--- src/rtl/imufp_pkg.sv ---
// ----------------------------------------------------------------------------
// imufp_pkg
// Shared types and constants for the IMU serial frame parser.
// ----------------------------------------------------------------------------
package imufp_pkg;

  // Frame layout and byte codes.
  localparam logic [7:0] HDR_BYTE   = 8'h55;
  localparam logic [7:0] TYPE_ACCEL = 8'h51;
  localparam logic [7:0] TYPE_RATE  = 8'h52;
  localparam logic [7:0] TYPE_ANGLE = 8'h53;

  localparam int unsigned PosW = 4;
  localparam logic [PosW-1:0] POS_HUNT  = 4'd0;
  localparam logic [PosW-1:0] POS_TYPE  = 4'd1;
  localparam logic [PosW-1:0] POS_PAY_LO = 4'd2;
  localparam logic [PosW-1:0] POS_PAY_HI = 4'd7;
  localparam logic [PosW-1:0] POS_SUM   = 4'd10;
  localparam logic [PosW-1:0] FRAME_LEN = 4'd11;

  localparam int unsigned PayBytes = 6;

  // Result kind codes.
  localparam logic [1:0] KIND_ACCEL = 2'd0;
  localparam logic [1:0] KIND_RATE  = 2'd1;
  localparam logic [1:0] KIND_ANGLE = 2'd2;

  // Default depth of the queue between front and back.
  localparam int unsigned QUEUE_DEPTH = 2;

  // One decoded frame.
  typedef struct packed {
    logic [1:0]         kind;
    logic signed [15:0] x;
    logic signed [15:0] y;
    logic signed [15:0] z;
  } frame_rec_t;

  // Front-end request to the queue.
  typedef struct packed {
    logic       valid;
    frame_rec_t rec;
  } push_t;

  // Queue status seen by the front and back ends.
  typedef struct packed {
    logic full;
    logic empty;
  } q_status_t;

endpackage

--- src/rtl/imufp_front.sv ---
// ----------------------------------------------------------------------------
// imufp_front
// Accepts received bytes, tracks the frame position and checksum, and
// classifies each completed frame into a queue record.
// ----------------------------------------------------------------------------
module imufp_front (
  input  logic                clk_i,
  input  logic                rst_ni,
  input  logic                in_valid_i,
  output logic                in_ready_o,
  input  logic [7:0]          rx_byte_i,
  input  imufp_pkg::q_status_t q_stat_i,
  output imufp_pkg::push_t    push_o
);
  import imufp_pkg::*;

  logic [PosW-1:0] pos_q, pos_d;
  logic [7:0]      sum_q, sum_d;
  logic [7:0]      type_q;
  logic [7:0]      pay_q [PayBytes];
  logic            accept;
  logic            hunting;
  logic            closing;
  logic            kind_ok;
  logic [1:0]      kind;
  logic [2:0]      pay_idx;

  // The checksum byte needs a free queue slot; every other byte is always taken.
  assign hunting    = (pos_q == POS_HUNT) || (pos_q >= FRAME_LEN);
  assign closing    = (pos_q == POS_SUM);
  assign in_ready_o = !(closing && q_stat_i.full);
  assign accept     = in_valid_i && in_ready_o;

  // Position and running checksum update.
  always_comb begin
    pos_d = pos_q;
    sum_d = sum_q;
    if (accept) begin
      if (hunting) begin
        if (rx_byte_i == HDR_BYTE) begin
          pos_d = POS_TYPE;
          sum_d = HDR_BYTE;
        end else begin
          pos_d = POS_HUNT;
        end
      end else if (closing) begin
        pos_d = POS_HUNT;
      end else begin
        pos_d = pos_q + PosW'(1);
        sum_d = sum_q + rx_byte_i;
      end
    end
  end

  always_ff @(posedge clk_i or negedge rst_ni) begin
    if (!rst_ni) begin
      pos_q <= POS_HUNT;
      sum_q <= '0;
    end else begin
      pos_q <= pos_d;
      sum_q <= sum_d;
    end
  end

  // Frame type and payload capture; these hold data only within a frame.
  assign pay_idx = 3'(pos_q - POS_PAY_LO);

  always_ff @(posedge clk_i) begin
    if (accept && !hunting) begin
      if (pos_q == POS_TYPE) begin
        type_q <= rx_byte_i;
      end else if (pos_q >= POS_PAY_LO && pos_q <= POS_PAY_HI) begin
        pay_q[pay_idx] <= rx_byte_i;
      end
    end
  end

  // Classify the frame type.
  always_comb begin
    kind_ok = 1'b1;
    kind    = KIND_ACCEL;
    case (type_q)
      TYPE_ACCEL: kind = KIND_ACCEL;
      TYPE_RATE:  kind = KIND_RATE;
      TYPE_ANGLE: kind = KIND_ANGLE;
      default:    kind_ok = 1'b0;
    endcase
  end

  // A good frame of a known type becomes one queue record.
  always_comb begin
    push_o.valid    = accept && closing && (sum_q == rx_byte_i) && kind_ok;
    push_o.rec.kind = kind;
    push_o.rec.x    = {pay_q[1], pay_q[0]};
    push_o.rec.y    = {pay_q[3], pay_q[2]};
    push_o.rec.z    = {pay_q[5], pay_q[4]};
  end

endmodule

--- src/rtl/imufp_fifo.sv ---
// ----------------------------------------------------------------------------
// imufp_fifo
// Short first-in first-out queue of decoded frames between front and back.
// ----------------------------------------------------------------------------
module imufp_fifo #(
  parameter int unsigned Depth = imufp_pkg::QUEUE_DEPTH
) (
  input  logic                  clk_i,
  input  logic                  rst_ni,
  input  imufp_pkg::push_t      push_i,
  input  logic                  pop_i,
  output imufp_pkg::frame_rec_t head_o,
  output imufp_pkg::q_status_t  stat_o
);
  import imufp_pkg::*;

  localparam int unsigned AddrW = (Depth > 1) ? $clog2(Depth) : 1;
  localparam int unsigned CntW  = $clog2(Depth + 1);
  localparam logic [AddrW-1:0] LastAddr = AddrW'(Depth - 1);

  frame_rec_t       mem [Depth];
  logic [AddrW-1:0] wr_q, wr_d;
  logic [AddrW-1:0] rd_q, rd_d;
  logic [CntW-1:0]  cnt_q, cnt_d;
  logic             do_push;
  logic             do_pop;

  assign stat_o.full  = (cnt_q == CntW'(Depth));
  assign stat_o.empty = (cnt_q == '0);
  assign do_push      = push_i.valid && !stat_o.full;
  assign do_pop       = pop_i && !stat_o.empty;
  assign head_o       = mem[rd_q];

  // Pointer and fill count update.
  always_comb begin
    wr_d  = wr_q;
    rd_d  = rd_q;
    cnt_d = cnt_q;
    if (do_push) begin
      wr_d = (wr_q == LastAddr) ? '0 : wr_q + AddrW'(1);
    end
    if (do_pop) begin
      rd_d = (rd_q == LastAddr) ? '0 : rd_q + AddrW'(1);
    end
    if (do_push && !do_pop) begin
      cnt_d = cnt_q + CntW'(1);
    end else if (!do_push && do_pop) begin
      cnt_d = cnt_q - CntW'(1);
    end
  end

  always_ff @(posedge clk_i or negedge rst_ni) begin
    if (!rst_ni) begin
      wr_q  <= '0;
      rd_q  <= '0;
      cnt_q <= '0;
    end else begin
      wr_q  <= wr_d;
      rd_q  <= rd_d;
      cnt_q <= cnt_d;
    end
  end

  // Storage write.
  always_ff @(posedge clk_i) begin
    if (do_push) begin
      mem[wr_q] <= push_i.rec;
    end
  end

endmodule

--- src/rtl/imufp_back.sv ---
// ----------------------------------------------------------------------------
// imufp_back
// Output register stage: pulls records from the queue and holds each one on
// the result channel until it is taken.
// ----------------------------------------------------------------------------
module imufp_back (
  input  logic                  clk_i,
  input  logic                  rst_ni,
  input  imufp_pkg::frame_rec_t head_i,
  input  imufp_pkg::q_status_t  q_stat_i,
  output logic                  pop_o,
  output logic                  out_valid_o,
  input  logic                  out_ready_i,
  output imufp_pkg::frame_rec_t rec_o
);
  import imufp_pkg::*;

  logic       vld_q, vld_d;
  frame_rec_t rec_q;

  // Load a new record whenever the register is empty or being emptied.
  assign pop_o = !q_stat_i.empty && (!vld_q || out_ready_i);

  always_comb begin
    vld_d = vld_q;
    if (pop_o) begin
      vld_d = 1'b1;
    end else if (out_ready_i) begin
      vld_d = 1'b0;
    end
  end

  always_ff @(posedge clk_i or negedge rst_ni) begin
    if (!rst_ni) begin
      vld_q <= 1'b0;
    end else begin
      vld_q <= vld_d;
    end
  end

  always_ff @(posedge clk_i) begin
    if (pop_o) begin
      rec_q <= head_i;
    end
  end

  assign out_valid_o = vld_q;
  assign rec_o       = rec_q;

endmodule

--- src/rtl/imu_frame_parser_core.sv ---
// ----------------------------------------------------------------------------
// imu_frame_parser_core
// Parser for 11-byte sum-checked IMU frames arriving one byte per item.
// ----------------------------------------------------------------------------
// Usage:
// The input channel (in_valid_i / in_ready_o / rx_byte_i) takes one serial
// byte per item, one item per cycle. Bytes are dropped until a 0x55 header
// opens a frame; byte 10 of the frame is compared with the 8-bit sum of
// bytes 0 to 9. A good frame of type 0x51, 0x52 or 0x53 produces one item on
// the output channel (out_valid_o / out_ready_i) with its kind and three
// signed raw axis counts; other frames produce nothing.
// A result is written into the queue when its checksum byte is accepted,
// then moves from the queue into the output register, from which it is
// presented as valid on the output channel.
// Throughput: one byte per cycle. Only the checksum byte can be held off,
// when the frame queue is full; its depth is set by QueueDepth.
// When the receiver stalls, finished frames wait in the output register and
// the queue while the parser keeps taking bytes of the next frame.
// Reset returns the parser to hunting for a header and empties the queue.
// ----------------------------------------------------------------------------
module imu_frame_parser_core #(
  parameter int unsigned QueueDepth = imufp_pkg::QUEUE_DEPTH
) (
  input  logic               clk_i,
  input  logic               rst_ni,
  input  logic               in_valid_i,
  output logic               in_ready_o,
  input  logic [7:0]         rx_byte_i,
  output logic               out_valid_o,
  input  logic               out_ready_i,
  output logic [1:0]         frame_kind_o,
  output logic signed [15:0] axis_x_o,
  output logic signed [15:0] axis_y_o,
  output logic signed [15:0] axis_z_o
);
  import imufp_pkg::*;

  push_t      push;
  q_status_t  q_stat;
  frame_rec_t head;
  frame_rec_t out_rec;
  logic       pop;

  // Front end: framing, checksum and classification.
  imufp_front u_front (
    .clk_i      (clk_i),
    .rst_ni     (rst_ni),
    .in_valid_i (in_valid_i),
    .in_ready_o (in_ready_o),
    .rx_byte_i  (rx_byte_i),
    .q_stat_i   (q_stat),
    .push_o     (push)
  );

  // Queue of decoded frames.
  imufp_fifo #(
    .Depth (QueueDepth)
  ) u_fifo (
    .clk_i  (clk_i),
    .rst_ni (rst_ni),
    .push_i (push),
    .pop_i  (pop),
    .head_o (head),
    .stat_o (q_stat)
  );

  // Back end: output register.
  imufp_back u_back (
    .clk_i       (clk_i),
    .rst_ni      (rst_ni),
    .head_i      (head),
    .q_stat_i    (q_stat),
    .pop_o       (pop),
    .out_valid_o (out_valid_o),
    .out_ready_i (out_ready_i),
    .rec_o       (out_rec)
  );

  assign frame_kind_o = out_rec.kind;
  assign axis_x_o     = out_rec.x;
  assign axis_y_o     = out_rec.y;
  assign axis_z_o     = out_rec.z;

`ifndef SYNTHESIS
  // The front end never offers a frame to a full queue.
  a_no_push_full: assert property (@(posedge clk_i) disable iff (!rst_ni)
    push.valid |-> !q_stat.full)
    else $error("frame pushed into full queue");

  // The queue is never both full and empty.
  a_q_status: assert property (@(posedge clk_i) disable iff (!rst_ni)
    !(q_stat.full && q_stat.empty))
    else $error("queue status inconsistent");

  // A popped record is presented on the output in the next cycle.
  a_pop_shows: assert property (@(posedge clk_i) disable iff (!rst_ni)
    pop |=> out_valid_o)
    else $error("popped record not presented");

  // Every presented result carries a defined kind.
  a_kind_code: assert property (@(posedge clk_i) disable iff (!rst_ni)
    out_valid_o |-> (frame_kind_o == KIND_ACCEL || frame_kind_o == KIND_RATE ||
                     frame_kind_o == KIND_ANGLE))
    else $error("result with undefined kind");
`endif

endmodule

--- config.mk ---
export PLATFORM = sky130hd
export DESIGN_NAME = imu_frame_parser_core
export DESIGN_NICKNAME = d
export VERILOG_FILES = /design/src/rtl/imufp_pkg.sv /design/src/rtl/imufp_front.sv /design/src/rtl/imufp_fifo.sv /design/src/rtl/imufp_back.sv /design/src/rtl/imu_frame_parser_core.sv
export SDC_FILE = /design/constraint.sdc
export NUM_CORES = 1
export LEC_CHECK = 0
export BUFFER_PORTS_ARGS = -buffer_cell sky130_fd_sc_hd__buf_2
export CAP_MARGIN = 30
export CORE_MARGIN = 5
export CORE_UTILIZATION = 55
export DETAILED_ROUTE_END_ITERATION = 6
export GPL_ROUTABILITY_DRIVEN = 0
export GPL_TIMING_DRIVEN = 0
export HOLD_SLACK_MARGIN = 0.12
export PLACE_DENSITY_LB_ADDON = 0.05
export SLEW_MARGIN = 15
export SYNTH_ARGS = -nofsm -noshare
export SYNTH_HDL_FRONTEND = slang
export SYNTH_SLANG_ARGS = --single-unit
export TNS_END_PERCENT = 5
--- constraint.sdc ---
create_clock -name clk_i -period 5.9 [get_ports clk_i]
set_input_delay 1.475 -clock clk_i [delete_from_list [all_inputs] [get_ports clk_i]]
set_output_delay 1.475 -clock clk_i [all_outputs]
set_load 0.03 [all_outputs]
Yosys cells after proc, flatten, opt, wreduce, memory -nomap -nowiden
Memory sizes are Yosys's and may differ from the RTL's. A register that Yosys moved wholly into a read port is not among the register bits.
Index checks and enable logic that the tools add are counted.

storage, ports and cells
  RAM bits = 148
  memories kept = 2
  logic and storage cells = 77
  bits in registers = 25
  output and inout bits = 52
  input port bits = 12

memories
  name           depth  width  rd ports  clocked after Yosys merged registers in  wr ports  RTL line           source
  u_fifo.mem     2      50     1         1                                        1         imufp_fifo.sv:21   frame_rec_t mem [Depth];
  u_front.pay_q  6      8      6         0                                        1         imufp_front.sv:20  logic [7:0] pay_q [PayBytes];

cells by class
  reduce and logical (&&, ||, !) cells = 28
  add/subtract/negate cells = 7
  multiplexer cells = 20
  equality and inequality tests = 10
  $lt $le $gt $ge = 3

operators with widths
  kind                                                                   number
  8-bit by 7-bit == test with 1-bit output, second input constant        4
  8-bit 2-to-1 mux                                                       3
  1-bit logical AND                                                      12
  1-bit 2-to-1 mux                                                       12
  8-bit adder                                                            1
  8-bit == test                                                          1
  4-bit 2-to-1 mux                                                       2
  1-bit zero test                                                        7
  4-bit by 1-bit adder with 4-bit output, second input constant          1
  4-bit by 1-bit == test with 1-bit output, second input constant        1
  4-bit == test, second input constant                                   1
  4-bit by 2-bit >= comparator with 1-bit output, second input constant  1
  4-bit >= comparator, second input constant                             1
  4-bit by 3-bit <= comparator with 1-bit output, second input constant  1
  4-bit zero test                                                        1
  2-bit 2-to-1 mux                                                       2
  2-bit one-hot mux with 2 select lines                                  1
  2-bit nonzero test                                                     2
  3-bit AND reduction                                                    1
  3-bit OR reduction                                                     1
  3-bit by 2-bit subtractor with 3-bit output, second input constant     1
  1-bit adder, second input constant                                     2
  2-bit by 1-bit adder with 2-bit output, second input constant          1
  2-bit == test, second input constant                                   1
  other kinds (6)                                                        7

Logic depth before layout (Yosys ltp)
Gate-level depths: netlist of run 1.

  word-level depth = 12
  gate-level depth with buffers = 8
  mapped depth without buffers = 8

Modules after synthesis
Synthesis of run 1 repeated with hierarchy kept, for this count alone.

second synthesis, totals
  cells, all modules = 401
  area total of the unflattened synthesis = 8,341.8 µm²

modules (own cells, without submodules)
  module       cells an instance  area each (µm²)  instances
  imufp_fifo   175                4,057.6          1
  imufp_front  171                2,732.6          1
  imufp_back   55                 1,551.5          1

Least setup slack after synthesis of run 1
No wires, ideal clock.

  kind = input port to flip-flop
  start point = input port rx_byte_i[1]
  end point = memory u_fifo.mem[0][0] (netlist bit) (enable)
  arrival = 4,985 ps
  slack = 451 ps
  stages = 4
  cells stage by stage = ha_1 or4b_2 nor4_4 nor2b_1

between the ends
  cells in the longest elaborated chain, start to end = 6

ends and longest elaborated chain
  element                                 RTL line                     source
  from (decl)                             imu_frame_parser_core.sv:28  input logic [7:0] rx_byte_i,
  8-bit == test                           imufp_front.sv:92            push_o.valid = accept && closing && (sum_q == rx_byte_i) && kind_ok;
  1-bit logical AND (2 in series)         imufp_front.sv:92
  1-bit logical AND                       imufp_fifo.sv:30             assign do_push = push_i.valid && !stat_o.full;
  named net u_fifo.do_push                imufp_fifo.sv:25             logic do_push;
  1-bit 2-to-1 mux                        imufp_fifo.sv:66             if (do_push) begin
  1-bit 2-to-1 mux (not written as such)  imufp_fifo.sv:67             mem[wr_q] <= push_i.rec;
  to (decl)                               imufp_fifo.sv:21

The timed path passes the listed nets, and every way through them passes these cells.

Worst setup path after layout of run 1
  start point = input port rx_byte_i[4]
  end point = memory u_fifo.mem[1][21] (netlist bit) (enable)

The elaborated chain is that of the path after synthesis.

==> results of run 1 <==
layout by cell type (no fill, tap or decap), types with 2 or more instances in the layout:
master	Yosys	layout
a211o_1	2	2
a211oi_1	2	2
a21o_1	4	4
a21oi_1	8	8
and3_1	2	2
buf_1	2	2
buf_12	0	3
buf_2	1	63
bufinv_16	0	3
clkbuf_1	5	13
clkbuf_16	0	23
clkinv_2	0	4
dfrtp_1	17	17
edfxtp_1	206	206
ha_1	8	8
inv_1	5	4
mux2_2	50	50
nand2_1	8	8
nand2b_1	5	5
nand3b_1	2	2
nor2_1	16	16
nor3_1	3	2
nor4bb_1	2	2
o21ai_0	11	11
xnor2_1	4	4
xor2_1	7	7
cells by family after synthesis:
logic type               share of synthesized area (%)
flip-flops                                        82.0
AND/OR/NAND/NOR                                   3.97
multiplexers                                      7.11
AO/OA/AOI/OAI                                     3.40
buffers and inverters                            0.853
XOR/XNOR                                          1.19
adder cells (fa/ha/maj)                           1.49
power by group through the flow:
stage | clock (W) | combinational [W] | sequential (W)
5_1_grt | 0.00150 | 0.00118 | 0.00213
6_report | 0.00139 | 0.00109 | 0.00211
4_1_cts | 0.00143 | 0.00111 | 0.00211
3_5_place_dp | 0 | 0.00110 | 0.00214
3_3_place_gp | 0 | 0.00107 | 0.00214
2_1_floorplan | 0 | 0.000548 | 0.00239
path summary, 6_finish.rpt:
kind	endpoint
worst max register to register	u_fifo.mem[1][21]
worst min-delay path	u_fifo.mem[1][16]
max in group asynchronous	u_front.pos_q[2]
worst min register to register	u_fifo.mem[1][16]
worst max-delay path	u_fifo.mem[1][21]
min in group asynchronous	u_back.out_valid_o
state kept, by name, summed over array words and instances (netlist names):
register            flops
u_back.rec_o           50
u_fifo.wr_q             1
u_fifo.cnt_q            2
u_fifo.rd_q             1
u_fifo.mem            100
u_front.sum_q           8
u_front.pay_q          48
u_front.pos_q           4
u_back.out_valid_o      1
u_front.type_q          8
cell usage after synthesis, types with 2 or more instances:
cell	instances	share of area (%)
edfxtp_1	206	77
mux2_2	50	7.0
dfrtp_1	17	5.3
nor2_1	16	0.74
o21ai_0	11	0.68
a21oi_1	8	0.50
ha_1	8	1.2
nand2_1	8	0.37
xor2_1	7	0.76
clkbuf_1	5	0.23
inv_1	5	0.23
nand2b_1	5	0.39
a21o_1	4	0.37
xnor2_1	4	0.43
nor3_1	3	0.19
a211o_1	2	0.22
a211oi_1	2	0.19
and3_1	2	0.16
buf_1	2	0.093
nand3b_1	2	0.19
nor2b_1	2	0.16
nor4bb_1	2	0.25
stage by stage:
step | area, um^2 | utilization [%] | worst slack [ns] | power [W]
floorplan | 8060 | - | 0.451 | 0.00294
global placement | 8600 | 59.4 | -1.61 | 0.00320
detailed placement | 8680 | 59.9 | 1.54 | 0.00324
CTS | 9410 | 65.0 | 2.07 | 0.00465
global route | 9410 | 65.0 | 2.00 | 0.00481
finish | 9410 | 65.0 | 2.10 | 0.00459
worst max-delay path, cell delays in order:
cell and delay (ns):
buf_2 0.27, ha_1 0.35, nor4_1 0.41, o2111ai_1 0.25
nor4_4 0.43, and2_4 0.70
metal layers:
metal  routed length, um  global-route usage [%]  share of wire (%)  up-vias
met5                   0                       0                  0        -
li1                    -                       -                  -     1740
met2                6560                    26.5                 50       93
met3                 671                    2.43                5.1       24
met1                5520                    21.7                 42     1836
met4                 323                    5.51                2.5        0
area by class of cell:
cell class / count / share of cell area (%)
timing repair buffer: 65 / 3.94
multi-input combinational: 161 / 14.9
clock inverter: 9 / 1.34
buffer: 10 / 0.532
clock buffer: 31 / 6.43
inverter: 5 / 0.199
sequential: 223 / 70.2
tap: 184 / 2.45
==> flow_summary_export.csv, run 1 <==
group,metric,value,unit
outcome,outcome,"finished clean",
job,drv_cap,0,
layout,final_nets,509,
critical_path,crit_type,"in2reg",
layout,finalNonFillerCells,688,
layout,layout-drive-gt1-share,32.3,%
power_and_ir_drop,swShare,28.8,%
placement,dp.cells,648,
sta,tns,0,ns
hold_path,min_from,"u_front.pay_q[2][0]",
sta,fmax,263,MHz
global_route,groute.usage.overall,15.9,%
layout,insertedDiodeCount,0,
synthesis,synth_edf_count,206,
hold_path,hold_depth,0,
sta,min_period,3.80,ns
clock_network,clockBufferDepth,3,
layout,multi_input_area,1400,um^2
sta,holdWs,0.439,ns
global_route,grt_pass1_wl,20500,um
sta,slew_violations,0,
synthesis,async_flop_share,7.62,%
layout,register_area,6610,um^2
global_route,overflow,0,
die,rows,44,
routing,drtPass1Iterations,4,
critical_path,crit_required,6.01,ns
clock_network,ctsHoldBuffers,0,
clock_network,cts_tree,"yes",
die,die_w,131,um
critical_path,cp.arrival,3.91,ns
power_and_ir_drop,p_per_area,487,nW/um^2
routing,wire_per_inst,19.0,um
synthesis,synthFlopType,"edfxtp_1",
synthesis,synthDistinctLibCells,50,
power_and_ir_drop,clkPwrFrac,30.4,%
die,start_util,55.7,%
clock_network,cts_buffers,22,
power_and_ir_drop,p_int,0.00327,W
routing,drc,0,
global_route,grt_start_max_net_pins,51,
routing,wirelength,13100,um
critical_path,crit_fanout,50,
critical_path,startpoint,"rx_byte_i[4]",
synthesis,synth_nets,420,
synthesis,synth_area,8060,um^2
sta,setup_violations,0,
hold_path,hp-class,"reg2reg",
placement,numPortBuffers,62,
power_and_ir_drop,combPwrFrac,23.7,%
synthesis,synth_seq_area_share,82.0,%
power_and_ir_drop,peakVddDrop,0.276,mV
clock_network,cts_resized,0,
routing,ant_nets,0,
critical_path,rr_worst_depth,5,
die,dieHeight,131,um
critical_path,r2r_start,"u_front.sum_q[4]",
routing,vias_per_cell,5.37,
power_and_ir_drop,cellLeakagePower,3.33,nW
sta,worst_slew_pin_slew,0.793,ns
sta,slew_headroom,46.9,%
placement,place_hpwl,7880,um
clock_network,clockRootBuffer,"clkbuf_16",
sta,skew,0.00770,ns
layout,fillers,1018,
die,core,14500,um^2
layout,syn_to_final_growth,16.7,%
global_route,grt_pass1_vias,3843,
clock_network,clk_latency,0.49,ns
sta,hold_violations,0,
routing,via_count,3693,
critical_path,cp-end-kind,"flop",
global_route,antenna_found_initial,0,
synthesis,postSynthAreaPerCell,20.2,um^2
power_and_ir_drop,switching_power,0.00132,W
clock_network,clock_sinks,223,
clock_network,cts_max_level,1,
critical_path,r2r_slack,2.99,ns
die,die_area,17200,um^2
synthesis,ys_ff_latch,223,
synthesis,syn_inst,399,
clock_network,cts_setup_buffers,0,
clock_network,cts.clk_slew.worst_paths,0.06,ns
power_and_ir_drop,pwr-share-seq,45.9,%
sta,final.period_utilization,64.3,%
sta,rsz0062_at_grt,"no",
routing,first_iter_violations,183,
critical_path,startpoint_type,"input port",
die,io_pins,64,
synthesis,ys_warn_count,0,
(Power assumes the default switching activity.)
==> inputs of run 2 (changes only) <==
==> constraint.sdc (replaced) <==
create_clock -name clk_i -period 3.7 [get_ports clk_i]
set_input_delay 0.925 -clock clk_i [delete_from_list [all_inputs] [get_ports clk_i]]
set_output_delay 0.925 -clock clk_i [all_outputs]
set_load 0.03 [all_outputs]
==> run 2 against run 1 <==
Net effect: clock skew grew 0.0048 ns; critical path depth up 1; non-clock buffer count rose by 1; register-to-register slack worse by 2.3 ns; count of clock-buffer cells in the layout shrank 7; sequential cell count did not move; global-route usage up 0.50 points; sequential share of layout area grew 0.11 points; via count up 0.46%; clock power up 54%; worst setup slack worse by 1.7 ns; total power up 58%; largest cell class unchanged.
==> flow_summary_export.csv, run 2 (synthesized netlist as in run 1, its figures left out) <==
group,metric,value,unit
global_route,antenna_found_initial,0,
global_route,grt_start_max_net_pins,51,
sta,tns,0,ns
sta,fmax,304,MHz
critical_path,crit_required,3.89,ns
layout,syn_to_final_growth,16.5,%
routing,drtPass1Iterations,4,
outcome,outcome,"finished clean",
layout,largest_register,"u_fifo.mem",
sta,slew_violations,0,
layout,layout-drive-gt1-share,32.8,%
placement,place_hpwl,8140,um
critical_path,critPathMaxStageDelay,0.56,ns
routing,wirelength,13300,um
hold_path,hp-class,"in2async",
clock_network,cts_max_level,1,
power_and_ir_drop,p_per_area,771,nW/um^2
sta,min_period,3.29,ns
layout,multi_input_area,1390,um^2
die,die_w,131,um
critical_path,rr_worst_depth,6,
clock_network,cts.clk_slew.worst_paths,0.06,ns
sta,worst_slew_pin_slew,0.834,ns
layout,final_area,9400,um^2
critical_path,cp.arrival,3.48,ns
power_and_ir_drop,cellLeakagePower,3.33,nW
clock_network,cts_tree,"yes",
die,core,14500,um^2
critical_path,crit_type,"in2reg",
sta,rsz0062_at_grt,"no",
critical_path,critPathTopFamily,"simple AND/OR/NAND/NOR gates",
global_route,groute.usage.overall,16.4,%
clock_network,cts_setup_buffers,0,
critical_path,path_depth,7,
die,rows,44,
sta,holdWs,0.372,ns
clock_network,clockBufferDepth,3,
critical_path,r2r_start,"u_front.sum_q[4]",
critical_path,startpoint,"rx_byte_i[3]",
placement,numPortBuffers,62,
layout,final_nets,510,
sta,setup_violations,0,
critical_path,cp_slowest_cell,"nor2b_4",
clock_network,cts_buffers,22,
global_route,overflow,0,
sta,skew,0.0125,ns
routing,ant_nets,0,
critical_path,crit_fanout,22,
placement,pre_cts_ws,-0.170,ns
routing,wire_per_inst,19.4,um
critical_path,path_cells,"buf_2 > ha_1 > nor4_1 > o2111ai_1 > nor4_4 > nor2b_4 > buf_12",
critical_path,path_buf_inv,2,
global_route,grt_pass1_vias,3982,
layout,layout_commonest_cell,"edfxtp_1",
placement,place_area,8690,um^2
power_and_ir_drop,peakVddDrop,0.394,mV
routing,via_count,3710,
die,io_pins,64,
sta,hold_violations,0,
layout,final_cell_mix,"206 x edfxtp_1, 63 x buf_2, 50 x mux2_2",
die,die_area,17200,um^2
job,drv_cap,0,
global_route,grt_pass1_wl,21300,um
layout,fillers,989,
clock_network,clk_latency,0.49,ns
die,dieHeight,131,um
clock_network,clock_sinks,223,
critical_path,cp-end-kind,"flop",
routing,drc,0,
critical_path,startpoint_type,"input port",
sta,worst_slack,0.407,ns
routing,first_iter_violations,240,
layout,fin_util,64.9,%
clock_network,cts_resized,0,
layout,register_area,6610,um^2
layout,insertedDiodeCount,0,
layout,largest_register_ffs,100,
clock_network,clockRootBuffer,"clkbuf_16",
die,start_util,55.7,%
sta,slew_headroom,44.2,%
clock_network,ctsHoldBuffers,0,
routing,vias_per_cell,5.40,
sta,final.period_utilization,89.0,%
-- run 2: cell types whose count changed in the layout (fill, tap and decap cells not counted), sizes merged --
cell | before | now
buf | 70 | 71
bufinv | 3 | 2
clkinv | 5 | 9
clkinvlp | 1 | 2
inv | 5 | 6
clkbuf | 36 | 29
-- run 2: metal layers --
layer / GRT usage (%) / vias up / wire length, um
met4: 4.78 / 0 / 202
met5: 0 / - / 0
met2: 27.6 / 88 / 6830
met1: 22.3 / 1854 / 5560
met3: 3.00 / 18 / 746
li1: - / 1750 / -
-- run 2: through the flow --
stage | std cells | power, W
final | 687 | 0.00724
after global routing | 687 | 0.00760
after CTS | 687 | 0.00732
after detailed placement | 649 | 0.00517
after global placement | 645 | 0.00510
after floorplan | 399 | 0.00469
-- run 2: path summary, 6_finish.rpt --
check | end | slack [ns]
hold / removal | u_front.sum_q[2] | 0.37
hold reg to reg | u_fifo.mem[1][29] | 0.44
setup reg to reg | u_fifo.mem[0][6] | 0.74
min in group clk_i | u_fifo.mem[1][29] | 0.44
max in group asynchronous | u_front.pos_q[3] | 3.02
setup / recovery | u_fifo.mem[0][6] | 0.41
-- run 2: area by class of cell --
class / instances / share of cell area, %
Clock inverter: 14 / 1.36
Multi-Input combinational cell: 161 / 14.8
Inverter: 5 / 0.200
Tap cell: 184 / 2.45
Buffer: 10 / 0.533
Timing Repair Buffer: 66 / 4.10
Clock buffer: 24 / 6.17
Sequential cell: 223 / 70.4
-- run 2: report_power, final --
part	internal [W]	total [W]	switching, W
logic	0.000628	0.00174	0.00111
registers	0.00323	0.00336	0.000129
clock network	0.00127	0.00214	0.000873
total	0.00513	0.00724	0.00211
